<file path="src/sv/dssr_pkg.sv">
// Shared types, codes and helper functions of the dual servo slew ramp.
`timescale 1ns / 1ps
`default_nettype none

package dssr_pkg;

    localparam int FUNC_W  = 3;
    localparam int POS_W   = 16;
    localparam int RANGE_W = 15;
    localparam int IVL_W   = 16;
    localparam int WIDE_W  = 18;   // signed room for cur +/- delta and neutral +/- range
    localparam int ADDR_W  = 4;
    localparam int DATA_W  = 32;

    typedef enum logic [FUNC_W-1:0] {
        FUNC_TICK        = 3'd0,
        FUNC_NEUTRAL     = 3'd1,
        FUNC_FORWARD     = 3'd2,
        FUNC_BACKWARD    = 3'd3,
        FUNC_BOTH_UP     = 3'd4,
        FUNC_BOTH_DOWN   = 3'd5,
        FUNC_A_UP_B_DOWN = 3'd6
    } t_func;

    typedef enum logic [1:0] {
        REG_NEUTRAL_A   = 2'd0,
        REG_NEUTRAL_B   = 2'd1,
        REG_SWING_RANGE = 2'd2
    } t_reg_idx;

    localparam logic [POS_W-1:0]   RST_NEUTRAL  = 16'd3000;
    localparam logic [RANGE_W-1:0] RST_RANGE    = 15'd1000;
    localparam logic [IVL_W-1:0]   RST_INTERVAL = 16'd10;
    localparam logic [IVL_W-1:0]   ELAPSED_MAX  = 16'hFFFF;

    typedef struct packed {
        logic [FUNC_W-1:0] func;
        logic [POS_W-1:0]  delta;
        logic [IVL_W-1:0]  interval_ms;
    } t_in_item;

    typedef struct packed {
        logic [POS_W-1:0] pos_a;
        logic [POS_W-1:0] pos_b;
        logic             stepped;
    } t_out_item;

    function automatic logic [POS_W-1:0] sat16(input logic signed [WIDE_W-1:0] v);
        logic [POS_W-1:0] res;
        if (v < 0) begin
            res = '0;
        end else if (v > $signed({2'b00, 16'hFFFF})) begin
            res = 16'hFFFF;
        end else begin
            res = v[POS_W-1:0];
        end
        return res;
    endfunction

    function automatic logic signed [WIDE_W-1:0] widen_pos(input logic [POS_W-1:0] p);
        return $signed({2'b00, p});
    endfunction

    function automatic logic signed [WIDE_W-1:0] widen_rng(input logic [RANGE_W-1:0] r);
        return $signed({3'b000, r});
    endfunction

    // clamp to neutral +/- range, then saturate to the 16-bit compare range
    function automatic logic [POS_W-1:0] clamp_goal(
        input logic signed [WIDE_W-1:0] v,
        input logic [POS_W-1:0]         n,
        input logic [RANGE_W-1:0]       r
    );
        logic signed [WIDE_W-1:0] lo;
        logic signed [WIDE_W-1:0] hi;
        logic signed [WIDE_W-1:0] c;
        lo = widen_pos(n) - widen_rng(r);
        hi = widen_pos(n) + widen_rng(r);
        c  = v;
        if (c < lo) begin
            c = lo;
        end
        if (c > hi) begin
            c = hi;
        end
        return sat16(c);
    endfunction

endpackage

`default_nettype wire

</file>
<file path="src/sv/dssr_in_if.sv">
// Command/tick item channel of the dual servo slew ramp.
`timescale 1ns / 1ps
`default_nettype none

interface dssr_in_if import dssr_pkg::*; ();
    logic              valid;
    logic              ready;
    logic [FUNC_W-1:0] func;
    logic [POS_W-1:0]  delta;
    logic [IVL_W-1:0]  interval_ms;

    modport source (output valid, func, delta, interval_ms, input ready);
    modport sink   (input valid, func, delta, interval_ms, output ready);
endinterface

`default_nettype wire

</file>
<file path="src/sv/dssr_out_if.sv">
// Position result item channel of the dual servo slew ramp.
`timescale 1ns / 1ps
`default_nettype none

interface dssr_out_if import dssr_pkg::*; ();
    logic             valid;
    logic             ready;
    logic [POS_W-1:0] pos_a;
    logic [POS_W-1:0] pos_b;
    logic             stepped;

    modport source (output valid, pos_a, pos_b, stepped, input ready);
    modport sink   (input valid, pos_a, pos_b, stepped, output ready);
endinterface

`default_nettype wire

</file>
<file path="src/sv/dual_servo_slew_ramp.sv">
// Dual servo slew ramp: two pulse-width channels stepped one count at a time.
//
// i_in carries one item per handshake: a tick (one millisecond) or a command
// that sets both goals, the step interval and the step direction of each
// channel. o_out returns one item per input item with both current positions
// and a flag that is set when a tick reaches the step interval.
// The APB port reaches neutral_a (0x0), neutral_b (0x4) and swing_range (0x8);
// writes affect later commands only.
// An accepted item lands in the input register, and its result moves into the
// output register when that register is empty or being read, which raises o_out.valid.
// Throughput is one item per cycle while o_out is not stalled: the state update is one
// compare/clamp/increment pass between the input and output registers.
// A stalled o_out holds its item; the input register still takes one more
// item, and i_in.ready drops only when both registers are full.
// Reset restores the registers to 3000/3000/1000, puts both channels and goals
// at neutral, interval 10 ticks, elapsed count zero, both pipeline stages empty.
`timescale 1ns / 1ps
`default_nettype none

module dual_servo_slew_ramp import dssr_pkg::*; (
    input  wire logic              i_clk,
    input  wire logic              i_rst_n,
    dssr_in_if.sink                i_in,
    dssr_out_if.source             o_out,
    input  wire logic              psel,
    input  wire logic              penable,
    input  wire logic              pwrite,
    input  wire logic [ADDR_W-1:0] paddr,
    input  wire logic [DATA_W-1:0] pwdata,
    output logic      [DATA_W-1:0] prdata,
    output logic                   pready
);

    // configuration registers
    logic [POS_W-1:0]   r_neutral_a;
    logic [POS_W-1:0]   r_neutral_b;
    logic [RANGE_W-1:0] r_swing_range;

    // ramp state
    logic [POS_W-1:0] r_cur_a, n_cur_a;
    logic [POS_W-1:0] r_cur_b, n_cur_b;
    logic [POS_W-1:0] r_goal_a, n_goal_a;
    logic [POS_W-1:0] r_goal_b, n_goal_b;
    logic             r_dir_a_up, n_dir_a_up;
    logic             r_dir_b_up, n_dir_b_up;
    logic [IVL_W-1:0] r_interval, n_interval;
    logic [IVL_W-1:0] r_elapsed, n_elapsed;

    // pipeline registers
    logic      r_in_valid;
    t_in_item  r_in;
    logic      r_out_valid;
    t_out_item r_out;
    t_out_item n_out;

    logic             adv;
    logic             in_fire;
    logic             cfg_wr;
    t_reg_idx         cfg_idx;
    logic [IVL_W-1:0] elapsed_inc;
    logic             do_step;

    assign cfg_wr  = psel && penable && pwrite && pready;
    assign cfg_idx = t_reg_idx'(paddr[3:2]);
    assign pready  = 1'b1;

    always_comb begin
        unique case (cfg_idx)
            REG_NEUTRAL_A:   prdata = {16'd0, r_neutral_a};
            REG_NEUTRAL_B:   prdata = {16'd0, r_neutral_b};
            REG_SWING_RANGE: prdata = {17'd0, r_swing_range};
            default:         prdata = '0;
        endcase
    end

    always_ff @(posedge i_clk) begin
        if (!i_rst_n) begin
            r_neutral_a   <= RST_NEUTRAL;
            r_neutral_b   <= RST_NEUTRAL;
            r_swing_range <= RST_RANGE;
        end else if (cfg_wr) begin
            unique case (cfg_idx)
                REG_NEUTRAL_A:   r_neutral_a   <= pwdata[POS_W-1:0];
                REG_NEUTRAL_B:   r_neutral_b   <= pwdata[POS_W-1:0];
                REG_SWING_RANGE: r_swing_range <= pwdata[RANGE_W-1:0];
                default: ;
            endcase
        end
    end

    // stage handshake
    assign adv         = r_in_valid && (!r_out_valid || o_out.ready);
    assign i_in.ready  = !r_in_valid || adv;
    assign in_fire     = i_in.valid && i_in.ready;

    assign o_out.valid   = r_out_valid;
    assign o_out.pos_a   = r_out.pos_a;
    assign o_out.pos_b   = r_out.pos_b;
    assign o_out.stepped = r_out.stepped;

    assign elapsed_inc = (r_elapsed != ELAPSED_MAX) ? r_elapsed + 16'd1 : r_elapsed;
    assign do_step     = (elapsed_inc >= r_interval);

    always_comb begin
        n_cur_a    = r_cur_a;
        n_cur_b    = r_cur_b;
        n_goal_a   = r_goal_a;
        n_goal_b   = r_goal_b;
        n_interval = r_interval;
        n_elapsed  = r_elapsed;
        n_out.stepped = 1'b0;

        unique case (r_in.func)
            FUNC_TICK: begin
                n_elapsed = elapsed_inc;
                if (do_step) begin
                    n_elapsed = '0;
                    n_out.stepped = 1'b1;
                    if (r_cur_a != r_goal_a) begin
                        n_cur_a = r_dir_a_up ? r_cur_a + 16'd1 : r_cur_a - 16'd1;
                    end
                    if (r_cur_b != r_goal_b) begin
                        n_cur_b = r_dir_b_up ? r_cur_b + 16'd1 : r_cur_b - 16'd1;
                    end
                end
            end
            FUNC_NEUTRAL: begin
                n_goal_a = r_neutral_a;
                n_goal_b = r_neutral_b;
            end
            FUNC_FORWARD: begin
                n_goal_a = sat16(widen_pos(r_neutral_a) + widen_rng(r_swing_range));
                n_goal_b = sat16(widen_pos(r_neutral_b) - widen_rng(r_swing_range));
            end
            FUNC_BACKWARD: begin
                n_goal_a = sat16(widen_pos(r_neutral_a) - widen_rng(r_swing_range));
                n_goal_b = sat16(widen_pos(r_neutral_b) + widen_rng(r_swing_range));
            end
            FUNC_BOTH_UP: begin
                n_goal_a = clamp_goal(widen_pos(r_cur_a) + widen_pos(r_in.delta),
                                      r_neutral_a, r_swing_range);
                n_goal_b = clamp_goal(widen_pos(r_cur_b) + widen_pos(r_in.delta),
                                      r_neutral_b, r_swing_range);
            end
            FUNC_BOTH_DOWN: begin
                n_goal_a = clamp_goal(widen_pos(r_cur_a) - widen_pos(r_in.delta),
                                      r_neutral_a, r_swing_range);
                n_goal_b = clamp_goal(widen_pos(r_cur_b) - widen_pos(r_in.delta),
                                      r_neutral_b, r_swing_range);
            end
            FUNC_A_UP_B_DOWN: begin
                n_goal_a = clamp_goal(widen_pos(r_cur_a) + widen_pos(r_in.delta),
                                      r_neutral_a, r_swing_range);
                n_goal_b = clamp_goal(widen_pos(r_cur_b) - widen_pos(r_in.delta),
                                      r_neutral_b, r_swing_range);
            end
            default: ;  // unused code: no state change
        endcase

        // any command retimes the ramp and relatches direction
        if (r_in.func != FUNC_TICK && r_in.func <= FUNC_A_UP_B_DOWN) begin
            n_interval = r_in.interval_ms;
            n_dir_a_up = (n_goal_a > r_cur_a);
            n_dir_b_up = (n_goal_b > r_cur_b);
        end else begin
            n_dir_a_up = r_dir_a_up;
            n_dir_b_up = r_dir_b_up;
        end

        n_out.pos_a = n_cur_a;
        n_out.pos_b = n_cur_b;
    end

    always_ff @(posedge i_clk) begin
        if (!i_rst_n) begin
            r_cur_a     <= RST_NEUTRAL;
            r_cur_b     <= RST_NEUTRAL;
            r_goal_a    <= RST_NEUTRAL;
            r_goal_b    <= RST_NEUTRAL;
            r_dir_a_up  <= 1'b0;
            r_dir_b_up  <= 1'b0;
            r_interval  <= RST_INTERVAL;
            r_elapsed   <= '0;
            r_in_valid  <= 1'b0;
            r_out_valid <= 1'b0;
        end else begin
            if (adv) begin
                r_cur_a    <= n_cur_a;
                r_cur_b    <= n_cur_b;
                r_goal_a   <= n_goal_a;
                r_goal_b   <= n_goal_b;
                r_dir_a_up <= n_dir_a_up;
                r_dir_b_up <= n_dir_b_up;
                r_interval <= n_interval;
                r_elapsed  <= n_elapsed;
            end
            if (in_fire) begin
                r_in_valid <= 1'b1;
            end else if (adv) begin
                r_in_valid <= 1'b0;
            end
            if (adv) begin
                r_out_valid <= 1'b1;
            end else if (o_out.ready) begin
                r_out_valid <= 1'b0;
            end
        end
    end

    always_ff @(posedge i_clk) begin
        if (in_fire) begin
            r_in.func        <= i_in.func;
            r_in.delta       <= i_in.delta;
            r_in.interval_ms <= i_in.interval_ms;
        end
        if (adv) begin
            r_out <= n_out;
        end
    end

    // channel A never moves by more than one count per item
    a_slew_one: assert property (@(posedge i_clk) disable iff (!i_rst_n)
        $past(i_rst_n) |->
            (r_cur_a == $past(r_cur_a) || r_cur_a == $past(r_cur_a) + 16'd1 ||
             r_cur_a == $past(r_cur_a) - 16'd1))
        else $error("channel A moved more than one count");

    // a command leaves the elapsed count alone
    a_cmd_keeps_elapsed: assert property (@(posedge i_clk) disable iff (!i_rst_n)
        (adv && r_in.func != FUNC_TICK) |=> $stable(r_elapsed))
        else $error("command changed elapsed count");

    // a step clears the elapsed count
    a_step_clears: assert property (@(posedge i_clk) disable iff (!i_rst_n)
        (adv && r_in.func == FUNC_TICK && do_step) |=> (r_elapsed == '0))
        else $error("elapsed not cleared after a step");

    // both stages full and output stalled: no new item taken
    a_full_backpressure: assert property (@(posedge i_clk) disable iff (!i_rst_n)
        (r_in_valid && r_out_valid && !o_out.ready) |-> !i_in.ready)
        else $error("item accepted while both stages are full");

endmodule

`default_nettype wire
</file>
<file path="src/flat_wrapper.sv">
// flat-port wrapper written by rule: the top's interface ports become plain ports
module dual_servo_slew_ramp_flat import dssr_pkg::*;
  (i_clk, i_rst_n, psel, penable, pwrite, paddr, pwdata, prdata, pready, i_in_valid, i_in_func, i_in_delta, i_in_interval_ms, i_in_ready, o_out_valid, o_out_pos_a, o_out_pos_b, o_out_stepped, o_out_ready);
  dssr_in_if i_in_i ();
  dssr_out_if o_out_i ();
  input  wire logic i_clk;
  input  wire logic i_rst_n;
  input  wire logic psel;
  input  wire logic penable;
  input  wire logic pwrite;
  input  wire logic [ADDR_W-1:0] paddr;
  input  wire logic [DATA_W-1:0] pwdata;
  output logic      [DATA_W-1:0] prdata;
  output logic pready;
  input wire logic [$bits(i_in_i.valid)-1:0] i_in_valid;
  input wire logic [$bits(i_in_i.func)-1:0] i_in_func;
  input wire logic [$bits(i_in_i.delta)-1:0] i_in_delta;
  input wire logic [$bits(i_in_i.interval_ms)-1:0] i_in_interval_ms;
  output wire logic [$bits(i_in_i.ready)-1:0] i_in_ready;
  output wire logic [$bits(o_out_i.valid)-1:0] o_out_valid;
  output wire logic [$bits(o_out_i.pos_a)-1:0] o_out_pos_a;
  output wire logic [$bits(o_out_i.pos_b)-1:0] o_out_pos_b;
  output wire logic [$bits(o_out_i.stepped)-1:0] o_out_stepped;
  input wire logic [$bits(o_out_i.ready)-1:0] o_out_ready;
  assign i_in_i.valid = i_in_valid;
  assign i_in_i.func = i_in_func;
  assign i_in_i.delta = i_in_delta;
  assign i_in_i.interval_ms = i_in_interval_ms;
  assign i_in_ready = i_in_i.ready;
  assign o_out_valid = o_out_i.valid;
  assign o_out_pos_a = o_out_i.pos_a;
  assign o_out_pos_b = o_out_i.pos_b;
  assign o_out_stepped = o_out_i.stepped;
  assign o_out_i.ready = o_out_ready;
  dual_servo_slew_ramp u_core (.i_clk(i_clk), .i_rst_n(i_rst_n), .i_in(i_in_i), .o_out(o_out_i), .psel(psel), .penable(penable), .pwrite(pwrite), .paddr(paddr), .pwdata(pwdata), .prdata(prdata), .pready(pready));
endmodule
</file>
<file path="config.mk">
export PLATFORM = sky130hd
export DESIGN_NAME = dual_servo_slew_ramp_flat
export DESIGN_NICKNAME = d
export VERILOG_FILES = /design/src/sv/dssr_pkg.sv /design/src/sv/dssr_in_if.sv /design/src/sv/dssr_out_if.sv /design/src/sv/dual_servo_slew_ramp.sv /design/src/flat_wrapper.sv
export SDC_FILE = /design/constraint.sdc
export NUM_CORES = 1
export LEC_CHECK = 0
export ABC_AREA = 1
export BUFFER_PORTS_ARGS = -buffer_cell sky130_fd_sc_hd__buf_2
export CELL_PAD_IN_SITES_DETAIL_PLACEMENT = 0
export CELL_PAD_IN_SITES_GLOBAL_PLACEMENT = 1
export CORE_MARGIN = 2
export CORE_UTILIZATION = 41
export DETAILED_ROUTE_END_ITERATION = 8
export PLACE_DENSITY = 0.86
export SYNTH_ARGS = -nofsm -noshare
export SYNTH_HDL_FRONTEND = slang
export SYNTH_SLANG_ARGS = --single-unit
</file>
<file path="constraint.sdc">
create_clock -name i_clk -period 9.2 [get_ports i_clk]
set_input_delay 1.38 -clock i_clk [delete_from_list [all_inputs] [get_ports i_clk]]
set_output_delay 1.38 -clock i_clk [all_outputs]
set_load 0.05 [all_outputs]
</file>
==> results of run 1 <==
[worst paths after layout]
kind	start	endpoint	slack, ns
min reg2reg	u_core.r_interval[14]	u_core.r_interval[14]	0.46
max reg2reg	u_core.r_swing_range[3]	u_core.r_dir_a_up	0.64
min	u_core.r_interval[14]	u_core.r_interval[14]	0.46
max	u_core.r_swing_range[3]	u_core.r_dir_a_up	0.64
[per-stage QoR]
stage | util | hold WS [ns] | cells | setup WS (ns)
after floorplan | - | 0.435 | 3586 | 1.91
after global placement | 0.435 | 0.450 | 4366 | 0.743
after detailed placement | 0.435 | 0.454 | 4366 | 0.735
after CTS | 0.450 | 0.463 | 4414 | 0.669
after global routing | 0.451 | 0.492 | 4420 | 0.0104
final | 0.451 | 0.463 | 4420 | 0.642
[kinds of logic (layout without fill, tap and decap cells)]
family,count (synthesis),after routing,share of synthesized area
adder cells (fa/ha/maj),321,321,0.172
AO/OA/AOI/OAI,805,805,0.198
other,2,17,0.000315
buffers and inverters,625,694,0.106
AND/OR/NAND/NOR,1466,1466,0.263
flip-flops,215,215,0.209
XOR/XNOR,137,137,0.0513
[power breakdown]
part	switching, µW	total, µW	internal (µW)
Combinational	1780	2690	914
Clock	451	1110	658
Sequential	58.4	1090	1030
[layout make-up]
cell class                 instances  share of cell area
inverter                         489              0.0709
tap                              765              0.0368
clock inverter                    12             0.00616
timing repair buffer             157              0.0348
sequential                       215               0.192
clock buffer                      36              0.0289
multi-input combinational       2746               0.631
[routing by layer]
metal  GRT usage  vias up
li1            -    12000
met1       0.357    10800
met3      0.0313      106
met4      0.0777        0
met5           0        -
met2       0.418      688
[placed cells by master, fill, tap and decap left out, types with 14 or more instances in the layout]
cell,n
buf_4,48
clkbuf_16,28
o211ai_1,87
xor2_1,108
xnor2_1,26
buf_2,109
o21ai_0,222
nor3_1,33
conb_1,17
ha_1,311
o21bai_1,16
nand2_1,865
or2_2,34
a21oi_1,324
edfxtp_1,68
nand3_1,202
nand4_1,46
dfxtp_1,146
nor2_1,211
a21o_1,14
o21ai_1,17
nand2_2,24
inv_1,470
[worst min-delay path, cell delays in order, from the launching register on]
cell and delay, ns:
dfxtp_1 0.30, inv_1 0.06, a21oi_1 0.06
[repair_timing]
item | in CTS | in global routing
setup endpoints to repair | 0 | 2
setup buffers | 0 | 6
resized for setup | 0 | 5
[flip-flops by register name, summed over array words and instances, names as in the netlist, 15 cells and up]
name / flops
u_core.r_neutral_a: 16
u_core.r_goal_a: 16
u_core.o_out.pos_b: 16
u_core.r_elapsed: 16
u_core.r_goal_b: 16
u_core.r_interval: 16
u_core.o_out.pos_a: 16
u_core.r_neutral_b: 16
u_core.r_cur_b: 16
u_core.r_in: 35
u_core.r_swing_range: 15
u_core.r_cur_a: 16
==> impl_metrics.json, run 1 <==
{
  "synth_flop_cell": "dfxtp_1",
  "postCtsHoldBufs": 0,
  "power_uw": 4890,
  "grt_pass1_wl_mm": 121,
  "root_buffer": "clkbuf_16",
  "critPathKind": "reg -> reg",
  "ff2ff_path_depth": 49,
  "skew_ns": 0.0247,
  "dpl_cell_area_mm2": 0.0250,
  "wl_per_cell_um": 18.1,
  "vias_per_cell": 5.35,
  "synth-warning-count": 0,
  "ys_ff_latch": 215,
  "syn_area_mm2": 0.0238,
  "outcome": "finished clean",
  "tightest_slew_ns": 0.985,
  "core_mm2": 0.0576,
  "grt_pass1_vias": 21300,
  "antenna_cells": 0,
  "arrival_ns": 9.00,
  "fp-row-count": 88,
  "route.top_layer_used": "met4",
  "ant_nets": 0,
  "grt_use_total": 0.258,
  "path_clk_slew_ns": 0.06,
  "maxCapViolations": 0,
  "die_w_um": 245,
  "synthCells": 3571,
  "place_hpwl_mm": 65.5,
  "vias": 23700,
  "cp_common_cell": "nand2_1",
  "slew_headroom": 0.343,
  "slowest_stage": "dfxtp_1",
  "nFillCells": 6048,
  "cts_tree": "yes",
  "post-route-period-util": 0.930,
  "start_util": 0.414,
  "required_ns": 9.64,
  "grt_max_degree": 89,
  "max_stage_delay_ns": 0.50,
  "holdPathStages": 2,
  "gp_congestion": 0.957,
  "ys_seq_area_frac": 0.209,
  "clock_sinks": 215,
  "path_max_fanout": 19,
  "clock_latency_ns": 0.58,
  "h-tree-depth": 1,
  "wirelength_met1_mm": 36.7,
  "slew_viol_final": 0,
  "synth.top_cells.by_area": "ha_1 16%, nand2_1 14%, dfxtp_1 12%",
  "pwr_density_cell_mw_per_mm2": 188,
  "setup_viol": 0,
  "yosys-top-cells-count": "867 x nand2_1, 473 x inv_1, 324 x a21oi_1, 311 x ha_1, 222 x o21ai_0",
  "dr_wl_met2_mm": 35.8,
  "multi_input_area_mm2": 0.0164,
  "synth_edf_count": 68,
  "power.leakage_uw": 0.0129,
  "io_pins": 146,
  "end_kind": "flip-flop",
  "hold_path_class": "reg -> reg",
  "clockBufferDepth": 3,
  "drtIter0Drc": 1836,
  "crit_buf_inv": 6,
  "cts_buffers": 26,
  "synth_top_area_cell": "ha_1",
  "dr.pass1.iters": 6,
  "drive_gt1_frac": 0.0856,
  "die-area_mm2": 0.0601,
  "post_synth.cell_area_avg_um2": 6.67,
  "wl_met3_mm": 5.03,
  "synth_cell_types": 67,
  "nNetsFinal": 4034,
  "fp.dieH_um": 245,
  "design_area_mm2": 0.0260,
  "wl_mm": 79.8,
  "cpLargestDelayFamily": "compound AO/OA/AOI/OAI gates",
  "fin_crit_ns": 8.56,
  "max_freq_mhz": 117,
  "drc_errors": 0,
  "synth_top_area_share": 0.163,
  "crit_cells": 49,
  "hold_viol": 0,
  "synth_most_common_cell": "nand2_1",
  "grt_overflow": 0,
  "antenna_found_initial": 0,
  "rsz0062_at_grt": "no",
  "seq_area_mm2": 0.00499,
  "port_buffers": 110,
  "ys_async_sr_fraction": 0,
  "cp-start-kind": "flip-flop",
  "area_growth_pct": 9.11,
  "vdd_drop_max_uv": 132,
  "setup_tns_ns": 0
}
No activity file was read; power rests on OpenSTA's default activity.
==> run 2, diff against run 1 <==
Settings changed: MAX_ROUTING_LAYER set to met4, SLEW_MARGIN set to 20.
==> impl_metrics.json, run 2 (synthesized netlist as in run 1, its figures left out) <==
{
  "postCtsHoldBufs": 0,
  "switching_share": 0.476,
  "dp_slack_ns": 0.663,
  "drive_gt1_frac": 0.0859,
  "clock_sinks": 215,
  "grt_max_degree": 86,
  "seq_area_mm2": 0.00499,
  "path_clk_slew_ns": 0.06,
  "place_hpwl_mm": 65.6,
  "fp.dieH_um": 245,
  "nNetsFinal": 4035,
  "cp-start-kind": "flip-flop",
  "r2r_start": "u_core.r_swing_range[3]",
  "final_cell_mix": "865 x nand2_1, 469 x inv_1, 323 x a21oi_1, 309 x ha_1, 222 x o21ai_0",
  "max_stage_delay_ns": 0.51,
  "holdPathStages": 2,
  "stdcell_count": 4420,
  "wl_per_cell_um": 18.3,
  "grt_pass1_vias": 21300,
  "cts_buffers": 25,
  "outcome": "finished clean",
  "rsz0062_at_grt": "no",
  "skew_ns": 0.0241,
  "clockPowerShare": 0.211,
  "layout_setup_ws_ns": 0.701,
  "critPathKind": "reg -> reg",
  "nFillCells": 6087,
  "power.leakage_uw": 0.0129,
  "core_mm2": 0.0576,
  "slowest_stage": "dfxtp_1",
  "root_buffer": "clkbuf_16",
  "hold_viol": 0,
  "maxCapViolations": 0,
  "placedCellCount": 4367,
  "p_sw_uw": 2300,
  "path_max_fanout": 19,
  "h-tree-depth": 1,
  "hold_path_class": "reg -> reg",
  "grt_use_total": 0.268,
  "die-area_mm2": 0.0601,
  "dpl_cell_area_mm2": 0.0250,
  "vias": 23700,
  "arrival_ns": 8.95,
  "top_register": "u_core.r_in",
  "max_freq_mhz": 118,
  "vias_per_cell": 5.36,
  "drc_errors": 0,
  "io_pins": 146,
  "p_comb_frac": 0.563,
  "power.internal_uw": 2530,
  "holdPathEnd": "u_core.r_interval[9]",
  "pwr-share-seq": 0.226,
  "tightest_slew_ns": 0.979,
  "required_ns": 9.65,
  "gp_congestion": 0.991,
  "setup_tns_ns": 0,
  "drtIter0Drc": 2143,
  "start_util": 0.414,
  "rrSetupSlack_ns": 0.70,
  "design_area_mm2": 0.0259,
  "clockBufferDepth": 3,
  "setup_viol": 0,
  "slew_headroom": 0.345,
  "largest_reg_flops": 35,
  "antenna_found_initial": 0,
  "cp_common_cell": "nand2_1",
  "area_growth_pct": 8.81,
  "antenna_cells": 0,
  "dr.pass1.iters": 5,
  "multi_input_area_mm2": 0.0164,
  "end_kind": "flip-flop",
  "min_from": "u_core.r_interval[9]",
  "fp-row-count": 88,
  "fin_util": 0.450,
  "post-route-period-util": 0.924,
  "grt_overflow": 0,
  "die_w_um": 245,
  "port_buffers": 110,
  "vdd_drop_max_uv": 153,
  "wl_mm": 80.7,
  "final_common_cell": "nand2_1",
  "cts_tree": "yes",
  "pwr_density_cell_mw_per_mm2": 187,
  "ff2ff_path_depth": 51,
  "ant_nets": 0,
  "reg2reg_to": "u_core.r_dir_a_up",
  "grt_pass1_wl_mm": 123,
  "slew_viol_final": 0,
  "clock_latency_ns": 0.59,
  "fin_crit_ns": 8.50
}
==> run 2: repair_timing <==
action / CTS / global route
setup buffers: 0 / 6
setup endpoints to repair: 0 / 2
resized for setup: 0 / 11
==> run 2: through the flow <==
step                      hold slack (ns)  power, µW
after floorplan                     0.435       3110
after global placement              0.447       3730
after detailed placement            0.454       3760
after CTS                           0.465       4790
after global routing                0.479       5230
final                               0.462       4840
==> run 2: final cells by class <==
class                           count  area share
Clock buffer                       33      0.0261
Clock inverter                     13     0.00502
Inverter                          489      0.0712
Multi-Input combinational cell   2746       0.633
Sequential cell                   215       0.192
Tap cell                          765      0.0369
Timing Repair Buffer              158      0.0352
Timing Repair inverter              1    0.000290
==> run 2: routing by layer <==
layer  global-route usage  vias up  share of wire
li1                     -    12100              -
met1                0.365    10800           0.46
met2                0.423      689           0.45
met3               0.0281       96          0.062
met4               0.0655        0          0.024
met5                    -        -              0
==> run 2: worst max-delay path, delay by kind of cell, from the launching register on <==
kind / cells / cell delay (ns)
AOI/OAI and AO/OA: 17 / 2.71
adders and majority gates: 5 / 1.74
buffers and inverters: 7 / 0.93
xor gates and xnor gates: 1 / 0.31
DFF: 1 / 0.51
and+or+nand+nor: 21 / 2.15
==> run 2: power groups by stage <==
stage	registers, µW	logic, µW	clock network [µW]
detailed placement	1110	2650	0
finish	1090	2720	1020
global route	1100	3060	1080
CTS	1090	2660	1040
global placement	1110	2620	0
floorplan	1110	2000	0
==> run 2: how the worst max path moves through the flow <==
stage               cells past startpoint                end                    start
floorplan                              53  u_core.r_dir_a_up  u_core.r_swing_range[1]
global placement                       51  u_core.r_dir_a_up  u_core.r_swing_range[1]
CTS                                    53  u_core.r_dir_a_up          u_core.r_in[17]
global route                           52  u_core.r_dir_a_up  u_core.r_swing_range[1]
finish                                 51  u_core.r_dir_a_up  u_core.r_swing_range[3]
detailed placement                     49  u_core.r_dir_a_up  u_core.r_swing_range[1]
